### src/sv/cgp_pkg.sv
// shared types and constants of the color gradient palette
package cgp_pkg;

  localparam int SLOT_W  = 4;
  localparam int POS_W   = 9;
  localparam int COLOR_W = 24;
  localparam int IDX_W   = 8;
  localparam int CH_W    = 8;
  localparam int NUM_CH  = 3;
  localparam int CFG_W   = 5;
  localparam int DIV_STEPS = CH_W;
  localparam int CNT_W   = $clog2(DIV_STEPS);

  localparam logic       FUNC_LOAD = 1'b0;
  localparam logic       FUNC_READ = 1'b1;
  localparam logic [CFG_W-1:0] CFG_RESET = 5'd2;
  localparam logic [CFG_W-1:0] MIN_POINTS = 5'd2;

  typedef enum logic [1:0] {
    CMD_LOAD,
    CMD_DROP,
    CMD_READ,
    CMD_MISS
  } cmd_kind_t;

  typedef struct packed {
    cmd_kind_t           kind;
    logic [SLOT_W-1:0]   slot;
    logic [POS_W-1:0]    pos;
    logic [COLOR_W-1:0]  color;
    logic [IDX_W-1:0]    idx;
  } cmd_t;

  typedef struct packed {
    logic ld;
    logic step;
  } lane_ctrl_t;

  typedef enum logic [2:0] {
    ST_IDLE,
    ST_HI,
    ST_SCAN,
    ST_DIV,
    ST_OUT
  } back_state_t;

endpackage

### src/sv/cgp_front.sv
// front end: classifies incoming transactions and queues them for the back end
module cgp_front
  import cgp_pkg::*;
#(
  parameter int MAX_POINTS = 16,
  parameter int MAP_SIZE   = 256
) (
  input  logic               clk,
  input  logic               rst_n,
  input  logic               in_tvalid,
  output logic               in_tready,
  input  logic               func,
  input  logic [SLOT_W-1:0]  point_slot,
  input  logic [POS_W-1:0]   point_position,
  input  logic [COLOR_W-1:0] point_color,
  input  logic [IDX_W-1:0]   map_index,
  output logic               cmd_valid,
  output cmd_t               cmd,
  input  logic               cmd_pop
);

  localparam int DEPTH = 2;

  cmd_t       q_r [DEPTH];
  logic       wr_ptr_r, wr_ptr_nxt;
  logic       rd_ptr_r, rd_ptr_nxt;
  logic [1:0] cnt_r, cnt_nxt;
  cmd_t       cmd_in;
  logic       push;

  always_comb begin
    cmd_in.slot  = point_slot;
    cmd_in.pos   = point_position;
    cmd_in.color = point_color;
    cmd_in.idx   = map_index;
    if (func == FUNC_LOAD) begin
      cmd_in.kind = (int'(point_slot) < MAX_POINTS) ? CMD_LOAD : CMD_DROP;
    end else begin
      cmd_in.kind = (int'(map_index) < MAP_SIZE) ? CMD_READ : CMD_MISS;
    end
  end

  assign in_tready = (cnt_r != 2'(DEPTH));
  assign push      = in_tvalid && in_tready;
  assign cmd_valid = (cnt_r != 2'd0);
  assign cmd       = q_r[rd_ptr_r];

  always_comb begin
    wr_ptr_nxt = push ? ~wr_ptr_r : wr_ptr_r;
    rd_ptr_nxt = cmd_pop ? ~rd_ptr_r : rd_ptr_r;
    cnt_nxt    = cnt_r + 2'(push) - 2'(cmd_pop);
  end

  always_ff @(posedge clk) begin
    if (push) begin
      q_r[wr_ptr_r] <= cmd_in;
    end
  end

  always_ff @(posedge clk) begin
    if (!rst_n) begin
      wr_ptr_r <= 1'b0;
      rd_ptr_r <= 1'b0;
      cnt_r    <= 2'd0;
    end else begin
      wr_ptr_r <= wr_ptr_nxt;
      rd_ptr_r <= rd_ptr_nxt;
      cnt_r    <= cnt_nxt;
    end
  end

endmodule

### src/sv/cgp_lane.sv
// one color channel: product, restoring division and floor correction
module cgp_lane
  import cgp_pkg::*;
(
  input  logic             clk,
  input  lane_ctrl_t       ctrl,
  input  logic [CH_W-1:0]  a,
  input  logic [CH_W-1:0]  b,
  input  logic [IDX_W-1:0] off,
  input  logic [POS_W-1:0] span,
  output logic [CH_W-1:0]  res
);

  logic [CH_W-1:0]    a_r;
  logic               neg_r;
  logic [POS_W-1:0]   rem_r;
  logic [CH_W-1:0]    low_r;
  logic               neg;
  logic [CH_W-1:0]    dmag;
  logic [2*CH_W-1:0]  prod;
  logic [POS_W:0]     trial;
  logic               ge;
  logic [CH_W-1:0]    qd;

  always_comb begin
    neg   = (b < a);
    dmag  = neg ? (a - b) : (b - a);
    prod  = (2*CH_W)'(dmag) * (2*CH_W)'(off);
    trial = {rem_r, low_r[CH_W-1]};
    ge    = (trial >= {1'b0, span});
    qd    = low_r + CH_W'(neg_r && (rem_r != '0));
    res   = neg_r ? (a_r - qd) : (a_r + qd);
  end

  always_ff @(posedge clk) begin
    if (ctrl.ld) begin
      a_r   <= a;
      neg_r <= neg;
      rem_r <= {1'b0, prod[2*CH_W-1:CH_W]};
      low_r <= prod[CH_W-1:0];
    end else if (ctrl.step) begin
      rem_r <= ge ? POS_W'(trial - {1'b0, span}) : trial[POS_W-1:0];
      low_r <= {low_r[CH_W-2:0], ge};
    end
  end

endmodule

### src/sv/cgp_back.sv
// back end: point store, segment scan, channel lanes and result register
module cgp_back
  import cgp_pkg::*;
#(
  parameter int MAX_POINTS = 16
) (
  input  logic               clk,
  input  logic               rst_n,
  input  logic [CFG_W-1:0]   points_in_use,
  input  logic               cmd_valid,
  input  cmd_t               cmd,
  output logic               cmd_pop,
  output logic               out_tvalid,
  input  logic               out_tready,
  output logic [COLOR_W-1:0] out_color,
  output logic               out_found
);

  localparam int AW = $clog2(MAX_POINTS);
  localparam int SW = (AW > SLOT_W) ? AW : SLOT_W;
  localparam int EW = POS_W + COLOR_W;

  logic [EW-1:0]         mem [MAX_POINTS];
  logic [MAX_POINTS-1:0] vld_r;
  logic [EW-1:0]         mem_q_r;
  logic                  vld_q_r;

  back_state_t         state_r, state_nxt;
  logic [AW-1:0]       seg_r, seg_nxt;
  logic [POS_W-1:0]    hi_pos_r, hi_pos_nxt;
  logic [COLOR_W-1:0]  hi_col_r, hi_col_nxt;
  logic [IDX_W-1:0]    idx_r, idx_nxt;
  logic [POS_W-1:0]    span_r, span_nxt;
  logic [CNT_W-1:0]    cnt_r, cnt_nxt;
  logic                found_r, found_nxt;
  logic                out_valid_r, out_valid_nxt;
  logic [COLOR_W-1:0]  out_color_r, out_color_nxt;
  logic                out_found_r, out_found_nxt;

  logic [AW-1:0]       rd_addr;
  logic                wr_en;
  logic [SW-1:0]       slot_w;
  logic [AW-1:0]       nm1;
  logic [CFG_W-1:0]    cfg_m1;
  logic                few_pts;
  logic [POS_W-1:0]    ent_pos;
  logic [COLOR_W-1:0]  ent_col;
  logic                match;
  logic [IDX_W-1:0]    off;
  logic                out_free;
  logic                out_ld;
  lane_ctrl_t          lane_ctrl;
  logic [COLOR_W-1:0]  lane_res;

  always_comb begin
    cfg_m1  = points_in_use - 5'd1;
    few_pts = (points_in_use < MIN_POINTS);
    if (int'(points_in_use) >= MAX_POINTS) begin
      nm1 = AW'(MAX_POINTS - 1);
    end else begin
      nm1 = AW'(cfg_m1);
    end
    slot_w   = SW'(cmd.slot);
    ent_pos  = vld_q_r ? mem_q_r[EW-1:COLOR_W] : '0;
    ent_col  = vld_q_r ? mem_q_r[COLOR_W-1:0] : '0;
    match    = (ent_pos <= {1'b0, idx_r}) && ({1'b0, idx_r} < hi_pos_r);
    off      = idx_r - ent_pos[IDX_W-1:0];
    out_free = !out_valid_r || out_tready;
  end

  always_comb begin
    state_nxt     = state_r;
    seg_nxt       = seg_r;
    hi_pos_nxt    = hi_pos_r;
    hi_col_nxt    = hi_col_r;
    idx_nxt       = idx_r;
    span_nxt      = span_r;
    cnt_nxt       = cnt_r;
    found_nxt     = found_r;
    out_color_nxt = out_color_r;
    out_found_nxt = out_found_r;
    rd_addr       = seg_r;
    wr_en         = 1'b0;
    cmd_pop       = 1'b0;
    out_ld        = 1'b0;
    lane_ctrl     = '0;
    case (state_r)
      ST_IDLE: begin
        rd_addr = nm1;
        if (cmd_valid) begin
          case (cmd.kind)
            CMD_LOAD: begin
              wr_en   = 1'b1;
              cmd_pop = 1'b1;
            end
            CMD_DROP: begin
              cmd_pop = 1'b1;
            end
            CMD_READ: begin
              cmd_pop = 1'b1;
              idx_nxt = cmd.idx;
              if (few_pts) begin
                found_nxt = 1'b0;
                state_nxt = ST_OUT;
              end else begin
                seg_nxt   = nm1 - AW'(1);
                state_nxt = ST_HI;
              end
            end
            CMD_MISS: begin
              if (out_free) begin
                cmd_pop       = 1'b1;
                out_ld        = 1'b1;
                out_color_nxt = '0;
                out_found_nxt = 1'b0;
              end
            end
            default: begin
              cmd_pop = 1'b1;
            end
          endcase
        end
      end
      ST_HI: begin
        hi_pos_nxt = ent_pos;
        hi_col_nxt = ent_col;
        rd_addr    = seg_r;
        state_nxt  = ST_SCAN;
      end
      ST_SCAN: begin
        if (match) begin
          lane_ctrl.ld = 1'b1;
          span_nxt     = hi_pos_r - ent_pos;
          cnt_nxt      = '0;
          state_nxt    = ST_DIV;
        end else begin
          hi_pos_nxt = ent_pos;
          hi_col_nxt = ent_col;
          if (seg_r == '0) begin
            found_nxt = 1'b0;
            state_nxt = ST_OUT;
          end else begin
            seg_nxt = seg_r - AW'(1);
            rd_addr = seg_r - AW'(1);
          end
        end
      end
      ST_DIV: begin
        lane_ctrl.step = 1'b1;
        cnt_nxt        = cnt_r + CNT_W'(1);
        if (cnt_r == CNT_W'(DIV_STEPS - 1)) begin
          found_nxt = 1'b1;
          state_nxt = ST_OUT;
        end
      end
      ST_OUT: begin
        if (out_free) begin
          out_ld        = 1'b1;
          out_color_nxt = found_r ? lane_res : '0;
          out_found_nxt = found_r;
          state_nxt     = ST_IDLE;
        end
      end
      default: begin
        state_nxt = ST_IDLE;
      end
    endcase
    out_valid_nxt = out_ld ? 1'b1 : (out_tready ? 1'b0 : out_valid_r);
  end

  for (genvar c = 0; c < NUM_CH; c++) begin : g_lane
    cgp_lane u_lane (
      .clk  (clk),
      .ctrl (lane_ctrl),
      .a    (ent_col[c*CH_W +: CH_W]),
      .b    (hi_col_r[c*CH_W +: CH_W]),
      .off  (off),
      .span (span_r),
      .res  (lane_res[c*CH_W +: CH_W])
    );
  end

  always_ff @(posedge clk) begin
    if (wr_en) begin
      mem[slot_w[AW-1:0]] <= {cmd.pos, cmd.color};
    end
    mem_q_r <= mem[rd_addr];
    vld_q_r <= vld_r[rd_addr];
  end

  always_ff @(posedge clk) begin
    if (!rst_n) begin
      vld_r <= '0;
    end else if (wr_en) begin
      vld_r[slot_w[AW-1:0]] <= 1'b1;
    end
  end

  always_ff @(posedge clk) begin
    if (!rst_n) begin
      state_r     <= ST_IDLE;
      out_valid_r <= 1'b0;
    end else begin
      state_r     <= state_nxt;
      out_valid_r <= out_valid_nxt;
    end
  end

  always_ff @(posedge clk) begin
    seg_r       <= seg_nxt;
    hi_pos_r    <= hi_pos_nxt;
    hi_col_r    <= hi_col_nxt;
    idx_r       <= idx_nxt;
    span_r      <= span_nxt;
    cnt_r       <= cnt_nxt;
    found_r     <= found_nxt;
    out_color_r <= out_color_nxt;
    out_found_r <= out_found_nxt;
  end

  assign out_tvalid = out_valid_r;
  assign out_color  = out_color_r;
  assign out_found  = out_found_r;

  a_div_done: assert property (@(posedge clk) disable iff (!rst_n)
    (state_r == ST_DIV && cnt_r == CNT_W'(DIV_STEPS - 1)) |=> (state_r == ST_OUT && found_r))
    else $error("division did not hand over a found result");

  a_scan_entry: assert property (@(posedge clk) disable iff (!rst_n)
    (state_r == ST_SCAN) |-> ($past(state_r) == ST_HI || $past(state_r) == ST_SCAN))
    else $error("scan entered without reading the upper point");

  a_pop_idle: assert property (@(posedge clk) disable iff (!rst_n)
    cmd_pop |-> (cmd_valid && state_r == ST_IDLE))
    else $error("command popped outside idle");

  a_out_load: assert property (@(posedge clk) disable iff (!rst_n)
    (out_valid_r && !out_tready) |=> (out_valid_r && $stable(out_color_r) && $stable(out_found_r)))
    else $error("pending result overwritten");

endmodule

### src/sv/color_gradient_palette.sv
// top level of the piecewise linear color gradient palette
// A load transaction writes one control point (position and packed 24-bit color, red in
// the low byte) and returns nothing; a read transaction returns the color interpolated on
// the highest segment whose start is at or below map_index and whose end is above it, with
// entry_found low and color zero when no segment covers it. Transactions queue in a
// two-entry buffer in front of the executing back end. A load is written to the point
// store from the idle state without leaving it. In a read, the segment scan walks the
// point store downward one entry per cycle through its single read port, then the three
// channels divide in parallel, one quotient bit per cycle, and the result is registered.
// Reads out of the map or with fewer than two points skip the scan and the division. The
// point store is cleared at reset through per-entry valid flags, so no clearing pass is
// needed and the block accepts transactions right after reset.
module color_gradient_palette
  import cgp_pkg::*;
#(
  parameter int MAX_POINTS = 16,
  parameter int MAP_SIZE   = 256
) (
  input  logic             clk,
  input  logic             rst_n,
  input  logic             in_tvalid,
  output logic             in_tready,
  // point_slot, point_position, point_color, map_index, zero fill
  input  logic [47:0]      in_tdata,
  // func
  input  logic             in_tuser,
  output logic             out_tvalid,
  input  logic             out_tready,
  // entry_color
  output logic [23:0]      out_tdata,
  // entry_found
  output logic             out_tuser,
  input  logic             cfg_we,
  input  logic [CFG_W-1:0] cfg_data
);

  logic [CFG_W-1:0] points_in_use_r, points_in_use_nxt;
  logic             cmd_valid;
  cmd_t             cmd;
  logic             cmd_pop;

  assign points_in_use_nxt = cfg_we ? cfg_data : points_in_use_r;

  always_ff @(posedge clk) begin
    if (!rst_n) begin
      points_in_use_r <= CFG_RESET;
    end else begin
      points_in_use_r <= points_in_use_nxt;
    end
  end

  cgp_front #(
    .MAX_POINTS (MAX_POINTS),
    .MAP_SIZE   (MAP_SIZE)
  ) u_front (
    .clk            (clk),
    .rst_n          (rst_n),
    .in_tvalid      (in_tvalid),
    .in_tready      (in_tready),
    .func           (in_tuser),
    .point_slot     (in_tdata[3:0]),
    .point_position (in_tdata[12:4]),
    .point_color    (in_tdata[36:13]),
    .map_index      (in_tdata[44:37]),
    .cmd_valid      (cmd_valid),
    .cmd            (cmd),
    .cmd_pop        (cmd_pop)
  );

  cgp_back #(
    .MAX_POINTS (MAX_POINTS)
  ) u_back (
    .clk           (clk),
    .rst_n         (rst_n),
    .points_in_use (points_in_use_r),
    .cmd_valid     (cmd_valid),
    .cmd           (cmd),
    .cmd_pop       (cmd_pop),
    .out_tvalid    (out_tvalid),
    .out_tready    (out_tready),
    .out_color     (out_tdata),
    .out_found     (out_tuser)
  );

endmodule
### config.mk
export PLATFORM = sky130hd
export DESIGN_NAME = color_gradient_palette
export DESIGN_NICKNAME = d
export VERILOG_FILES = /design/src/sv/cgp_pkg.sv /design/src/sv/cgp_front.sv /design/src/sv/cgp_lane.sv /design/src/sv/cgp_back.sv /design/src/sv/color_gradient_palette.sv
export SDC_FILE = /design/constraint.sdc
export NUM_CORES = 2
export LEC_CHECK = 0
export BUFFER_PORTS_ARGS = -buffer_cell sky130_fd_sc_hd__clkbuf_2
export CORE_MARGIN = 2
export CORE_UTILIZATION = 35
export CTS_BUF_LIST = sky130_fd_sc_hd__clkbuf_16
export DETAILED_ROUTE_END_ITERATION = 8
export SLEW_MARGIN = 20
export SYNTH_ARGS = -nofsm -noshare
export SYNTH_HDL_FRONTEND = slang
export SYNTH_SLANG_ARGS = --single-unit
### constraint.sdc
create_clock -name clk -period 10.8 [get_ports clk]
set_input_delay 1.62 -clock clk [delete_from_list [all_inputs] [get_ports clk]]
set_output_delay 1.62 -clock clk [all_outputs]
set_load 0.03 [all_outputs]
## Yosys cells after proc, flatten, opt, wreduce, memory -nomap -nowiden

Memory sizes are Yosys's and may differ from the RTL's. A register that Yosys moved wholly into a read port is not among the register bits.
Index checks and enable logic that the tools add are counted.

| storage, ports and cells | value |
|---|---|
| output and inout bits | 27 |
| flip-flop bits (word level) | 191 |
| word-level logic and storage cells | 220 |
| bits in read-only memories | 0 |
| latch bits | 0 |
| bits of input ports | 59 |
| bits in writable memories | 622 |
| memories | 2 |

Memories:

| name | depth | width | read ports | clocked after memory_dff | wr ports | line | source |
|---|---|---|---|---|---|---|---|
| u_back.mem | 16 | 33 | 1 | 1 | 1 | cgp_back.sv:23 | `logic [EW-1:0] mem [MAX_POINTS];` |
| u_front.q_r | 2 | 47 | 1 | 1 | 1 | cgp_front.sv:24 | `cmd_t q_r [DEPTH];` |

| operators by class | value |
|---|---|
| bitwise gates (word level) | 3 |
| $mul | 3 |
| equal/unequal tests | 21 |
| muxes and demuxes | 89 |
| shifts and indexed selects | 0 |
| $add $sub $neg | 26 |
| divide/modulo/power cells | 0 |
| reduce and logical (&&, ||, !) cells | 31 |
| magnitude comparators | 13 |

Operator list:

| kind | count |
|---|---|
| $mux W24 | 7 |
| $mux W8 | 18 |
| $pmux W24 S2 | 2 |
| $sub A8 B8 Y8 | 10 |
| $mul A8 B8 Y16 | 3 |
| $mux W9 | 5 |
| $sub A9 B9 Y9 | 4 |
| $mux W1 | 31 |
| $ge A10 B9 Y1 | 3 |
| $reduce_bool A9 Y1 | 3 |
| $add A8 B1 Y8 | 3 |
| $add A8 B8 Y8 | 3 |
| $lt A8 B8 Y1 | 3 |
| $mux W3 | 8 |
| $mux W4 | 6 |
| $pmux W9 S2 | 1 |
| $or A16 B16 Y16 | 1 |
| $pmux W4 S2 | 2 |
| $pmux W3 S5 | 1 |
| $reduce_bool A2 Y1 | 7 |
| $ne A2 B1 Y1 const B | 6 |
| $ne A2 B2 Y1 const B | 6 |
| $sub A4 B1 Y4 const B | 3 |
| $lt A4 B5 Y1 const B | 2 |
| 34 further kinds | 48 |

## Logic depth before layout (Yosys ltp)

| depth | value |
|---|---|
| depth in word-level cells | 8 |
| mapped depth | 36 |
| gate-level depth less buffers | 33 |

## Hierarchy

From an unflattened synthesis, not the netlist that was laid out.

| unflattened totals | value |
|---|---|
| cells, all modules | 3668 |
| area, all modules | 46110.5 um^2 |

Modules (own cells, without submodules):

| module | sequential area each (um^2) | times used | area an instance (um^2) | cells each |
|---|---|---|---|---|
| cgp_back | 19428.6 | 1 | 27446.3 | 1827 |
| cgp_lane at u_back.g_lane[2].u_lane | 770.7 | 1 | 5172.5 | 601 |
| cgp_lane at u_back.g_lane[0].u_lane | 770.7 | 1 | 5036.1 | 557 |
| cgp_lane at u_back.g_lane[1].u_lane | 770.7 | 1 | 4654.5 | 494 |
| cgp_front | 2862.7 | 1 | 3611.0 | 173 |
| color_gradient_palette | 100.1 | 1 | 190.2 | 16 |

## Least setup slack after synthesis

No wires, ideal clock.

| timing | value |
|---|---|
| path kind | register -> register |
| start point | reg u_back.vld_q_r |
| end point | reg u_back.g_lane[0].u_lane.rem_r[7], data pin |
| stages on the path, launching flop included | 34 |
| required time | 10.476 ns |
| arrival time | 7.510 ns |
| buffers on the path | 2 |
| setup time | 0.324 ns |
| clock period less this slack | 7.834 ns |
| setup slack | 2.966 ns |
| cell sequence | dfxtp_1 > clkbuf_1 > clkbuf_1 > nand2_1 > inv_1 > ha_1 > inv_1 > fa_1 > a21o_1 > a21o_1 > a21o_1 > a2111o_1 > a311o_1 > a211oi_2 > a21oi_2 > o21ai_2 > xor2_2 > or2_1 > fa_1 > fa_1 > inv_1 > fa_1 > inv_1 > fa_1 > inv_1 > ha_1 > a21boi_0 > o21ai_0 > nand2b_1 > a21o_1 > a41o_1 > o41a_1 > xnor2_1 > a21oi_1 |

| between the ends | value |
|---|---|
| elaborated cells on any way between the ends | 13 |
| classes of those cells | add/sub (3); mul (1); order compare (2); mux (6); reduce/logical (1) |

RTL lines:

| item | line | source |
|---|---|---|
| from (decl) | cgp_back.sv:26 | `logic vld_q_r;` |
| from (signal assigned) | cgp_back.sv:188 | `vld_q_r <= vld_r[rd_addr];` |
| $mux W24 (*) | cgp_back.sv:65 | `ent_col = vld_q_r ? mem_q_r[COLOR_W-1:0] : '0;` |
| via u_back.ent_col[0] | cgp_back.sv:47 | `logic [COLOR_W-1:0] ent_col;` |
| $sub A8 B8 Y8 or $lt A8 B8 Y1 (tied branches) | cgp_lane.sv:27, cgp_lane.sv:26 |  |
| $mux W8 (*) | cgp_lane.sv:27 | `dmag = neg ? (a - b) : (b - a);` |
| $mul A8 B8 Y16 (*) | cgp_lane.sv:28 | `prod = (2*CH_W)'(dmag) * (2*CH_W)'(off);` |
| $mux W8 (*) | cgp_lane.sv:36 | `if (ctrl.ld) begin` |
| to (signal assigned) | cgp_lane.sv:39 | `rem_r <= {1'b0, prod[2*CH_W-1:CH_W]};` |
| to (signal assigned) | cgp_lane.sv:42 | `rem_r <= ge ? POS_W'(trial - {1'b0, span}) : trial[POS_W-1:0];` |
| to (decl) | cgp_lane.sv:16 | `logic [POS_W-1:0] rem_r;` |

The timed path passes the listed nets; every way through them passes the cells marked *.
A chain may end at the register's enable or synchronous reset.

## Worst setup path in the final report

Same ends and word-level chain as after synthesis.

==> results.toml <==
[outcome]
outcome = "complete, no violations"

[drt]
finalWirelength_um = 102000
drc_errors = 0
vias = 26900
routed_via_density = 4.99
drt_iter0_markers = 2023
drt_pass1_iterations = 5
avgRoutedWirePerCell_um = 19.0
ant_nets = 0

[floorplanning]
fp-row-count = 129
top_level_ports = 86
die_x_um = 356
core_sq_um = 123000
start_util = 0.352
die_h_um = 356
dieArea_sq_um = 127000

[worst_setup_path]
criticalPathCategory = "reg2reg"
slowest_delay_ns = 0.56
crit_path_start_kind = "flop"
crit_path_top_delay_cell = "xor2_1"
critPathArrivalTime_ns = 8.85
critPathCaptureType = "flop"
crit_required_ns = 11.18
cp_common_cell = "fa_1"
worstPathMaxFanout = 12

[layout]
design_area_sq_um = 48700
diodes = 0
areaGrowthSynthToFinish_pct = 12.3
fin_nets = 4104
n_fill_cell = 11700
drive_gt1_frac = 0.102

[timing]
worstMarginPinSlew_ns = 1.11
tns_ns = 0
finalWorstSetupSlack_ns = 2.33
fin_crit_ns = 8.47
setup_viol = 0
relSlewSlack = 0.260
finalHoldViolCount = 0
finalCritPeriodShare = 0.785
max_freq_mhz = 118
whs_ns = 0.466
report.final.slew_viol_count = 0
finClkSkew_ns = 0.0278
rsz0062_at_grt = "no"

[clock_network]
root_buffer = "clkbuf_16"
clock_latency_ns = 0.67
cts_tree = "built"
holdBufCountCts = 0
ctsHtreeMaxLevel = 3
clock-sinks = 845
post_cts_resized = 0
clk_pin_slew_worst_paths_ns = 0.06
cts_made_buffers = 92
clock_path_buffers = 3
cts_setup_buffers = 0

[grt]
grt_overflow = 0
grt_util_met3 = 0.0254
antenna_found_initial = 3
grt_busiest_layer = "met2"
grt_use_met1 = 0.220
gr-usage-all-layers = 0.161
use_met2 = 0.264
grt_pass1_wl_um = 157000
grt_max_degree = 130
first_global_vias = 26600

[logic_synthesis]
synth.avg_cell_area_sq_um = 12.0
synth_top_family_by_area = "adder cells"
ys.flop_type = "edfxtp_1"
synth_compound_area_frac = 0.0891
synthCells = 3614
ys_ff_latch = 845
synth_area_sq_um = 43400
synth_seq_area_share = 0.570
synth.distinct_cells = 85
muxShareOfSynthArea = 0.0359
synthSimpleGateAreaFrac = 0.109
async_reset_ff_frac = 0
synth_xor_area_frac = 0.0288
synth_edf_count = 778
syn-num-nets = 4041
ys.warnings.count = 0
synth_fa_ha_area_frac = 0.127

[place]
dp_hpwl_um = 63900
postPlaceCellArea_sq_um = 45700
gp_congestion = 0.834
port_buffers = 82
place_ws_ns = 2.24

[flow_run]
maxCapViolCount = 0

[worst_hold_path]
min_path_type = "reg2reg"
==> routing by layer <==
metal / wire length, um / up-vias
met5: 0 / -
met1: 46400 / 13300
met3: 5060 / 141
met2: 48100 / 545
met4: 2710 / 0
li1: - / 13000
==> registers in the layout (all words and copies together), names as in the netlist, 16 cells and up, named ones only <==
register	count
u_back.hi_col_r	24
u_back.vld_r	16
u_back.g_lane.u_lane.a_r	24
u_back.mem_q_r	33
u_front.q_r	92
u_back.out_color	24
u_back.g_lane.u_lane.rem_r	27
u_back.g_lane.u_lane.low_r	24
u_back.mem	528
==> layout make-up <==
cell class	count	area, sq um	area share
Tap cell	1637	2050	0.0420
Sequential cell	845	24700	0.507
Timing Repair Buffer	128	768	0.0158
Inverter	287	1080	0.0221
Clock inverter	80	666	0.0137
Clock buffer	92	2300	0.0473
Multi-Input combinational cell	2323	17100	0.352
==> worst max-delay path, delay by kind of cell, from the launching register on <==
family          cells  cell delay (ns)
compound gates     14             3.00
xor+xnor            2             0.77
fa+ha+maj           7             2.80
buf+inv             4             0.28
flops               1             0.55
simple gates        4             0.79
==> cells in the mapped netlist, types with 9 or more instances <==
cell / instances / share of area
a22oi_1: 38 / 0.0066
nand2b_1: 18 / 0.0026
a21o_1: 67 / 0.012
o211ai_1: 18 / 0.0031
nand2_1: 480 / 0.042
clkbuf_1: 92 / 0.0080
nor2b_1: 28 / 0.0040
a31oi_1: 12 / 0.0017
o21a_1: 22 / 0.0038
nor3_1: 20 / 0.0023
o21ai_0: 71 / 0.0082
a21boi_0: 10 / 0.0017
xnor2_1: 93 / 0.019
inv_1: 286 / 0.025
ha_1: 246 / 0.071
a221o_1: 35 / 0.0081
nand4_1: 11 / 0.0016
mux2_2: 44 / 0.011
or2_2: 25 / 0.0036
o31ai_1: 9 / 0.0016
edfxtp_1: 778 / 0.54
a32oi_1: 35 / 0.0071
buf_2: 38 / 0.0044
fa_1: 122 / 0.056
nand3_1: 160 / 0.018
dfxtp_1: 67 / 0.031
xor2_1: 46 / 0.0093
a21oi_1: 205 / 0.024
mux2i_1: 101 / 0.023
buf_1: 21 / 0.0018
and3_1: 21 / 0.0030
nor2_1: 276 / 0.024
and2_1: 17 / 0.0025
==> worst paths after layout <==
check / from / slack, ns / to / depth (start not counted)
worst max-delay path: u_back.vld_q_r / 2.33 / u_back.g_lane[0].u_lane.rem_r[7] / 31
worst min-delay path: u_back.vld_r[12] / 0.47 / u_back.vld_r[12] / 1
worst max register to register: u_back.vld_q_r / 2.33 / u_back.g_lane[0].u_lane.rem_r[7] / 31
worst min register to register: u_back.vld_r[12] / 0.47 / u_back.vld_r[12] / 1
==> cells by family (layout without fill, tap and decap cells) <==
kind of cell,count (synthesis),count (layout)
multiplexers,148,148
adder cells (fa/ha/maj),368,368
flip-flops,845,845
buffers and inverters,446,587
AO/OA/AOI/OAI,578,578
AND/OR/NAND/NOR,1088,1088
XOR/XNOR,141,141
==> cells in the final DEF, fill, tap and decap left out, types with 82 or more instances in the layout <==
master	count
a21oi_1	204
nor2_1	258
clkbuf_16	92
fa_1	122
ha_1	246
mux2i_1	101
xnor2_1	89
nand3_1	160
edfxtp_1	778
clkbuf_2	82
inv_1	311
nand2_1	477
==> metrics by stage <==
step | cells | utilization
final | 5392 | 0.395
after global routing | 5392 | 0.395
after CTS | 5392 | 0.395
after detailed placement | 5220 | 0.371
after global placement | 5220 | 0.371
after floorplan | 3614 | -
Power is left out: the tool's default activity adds up to more than one toggle a clock period on the data nets, which glitch-free logic cannot reach.
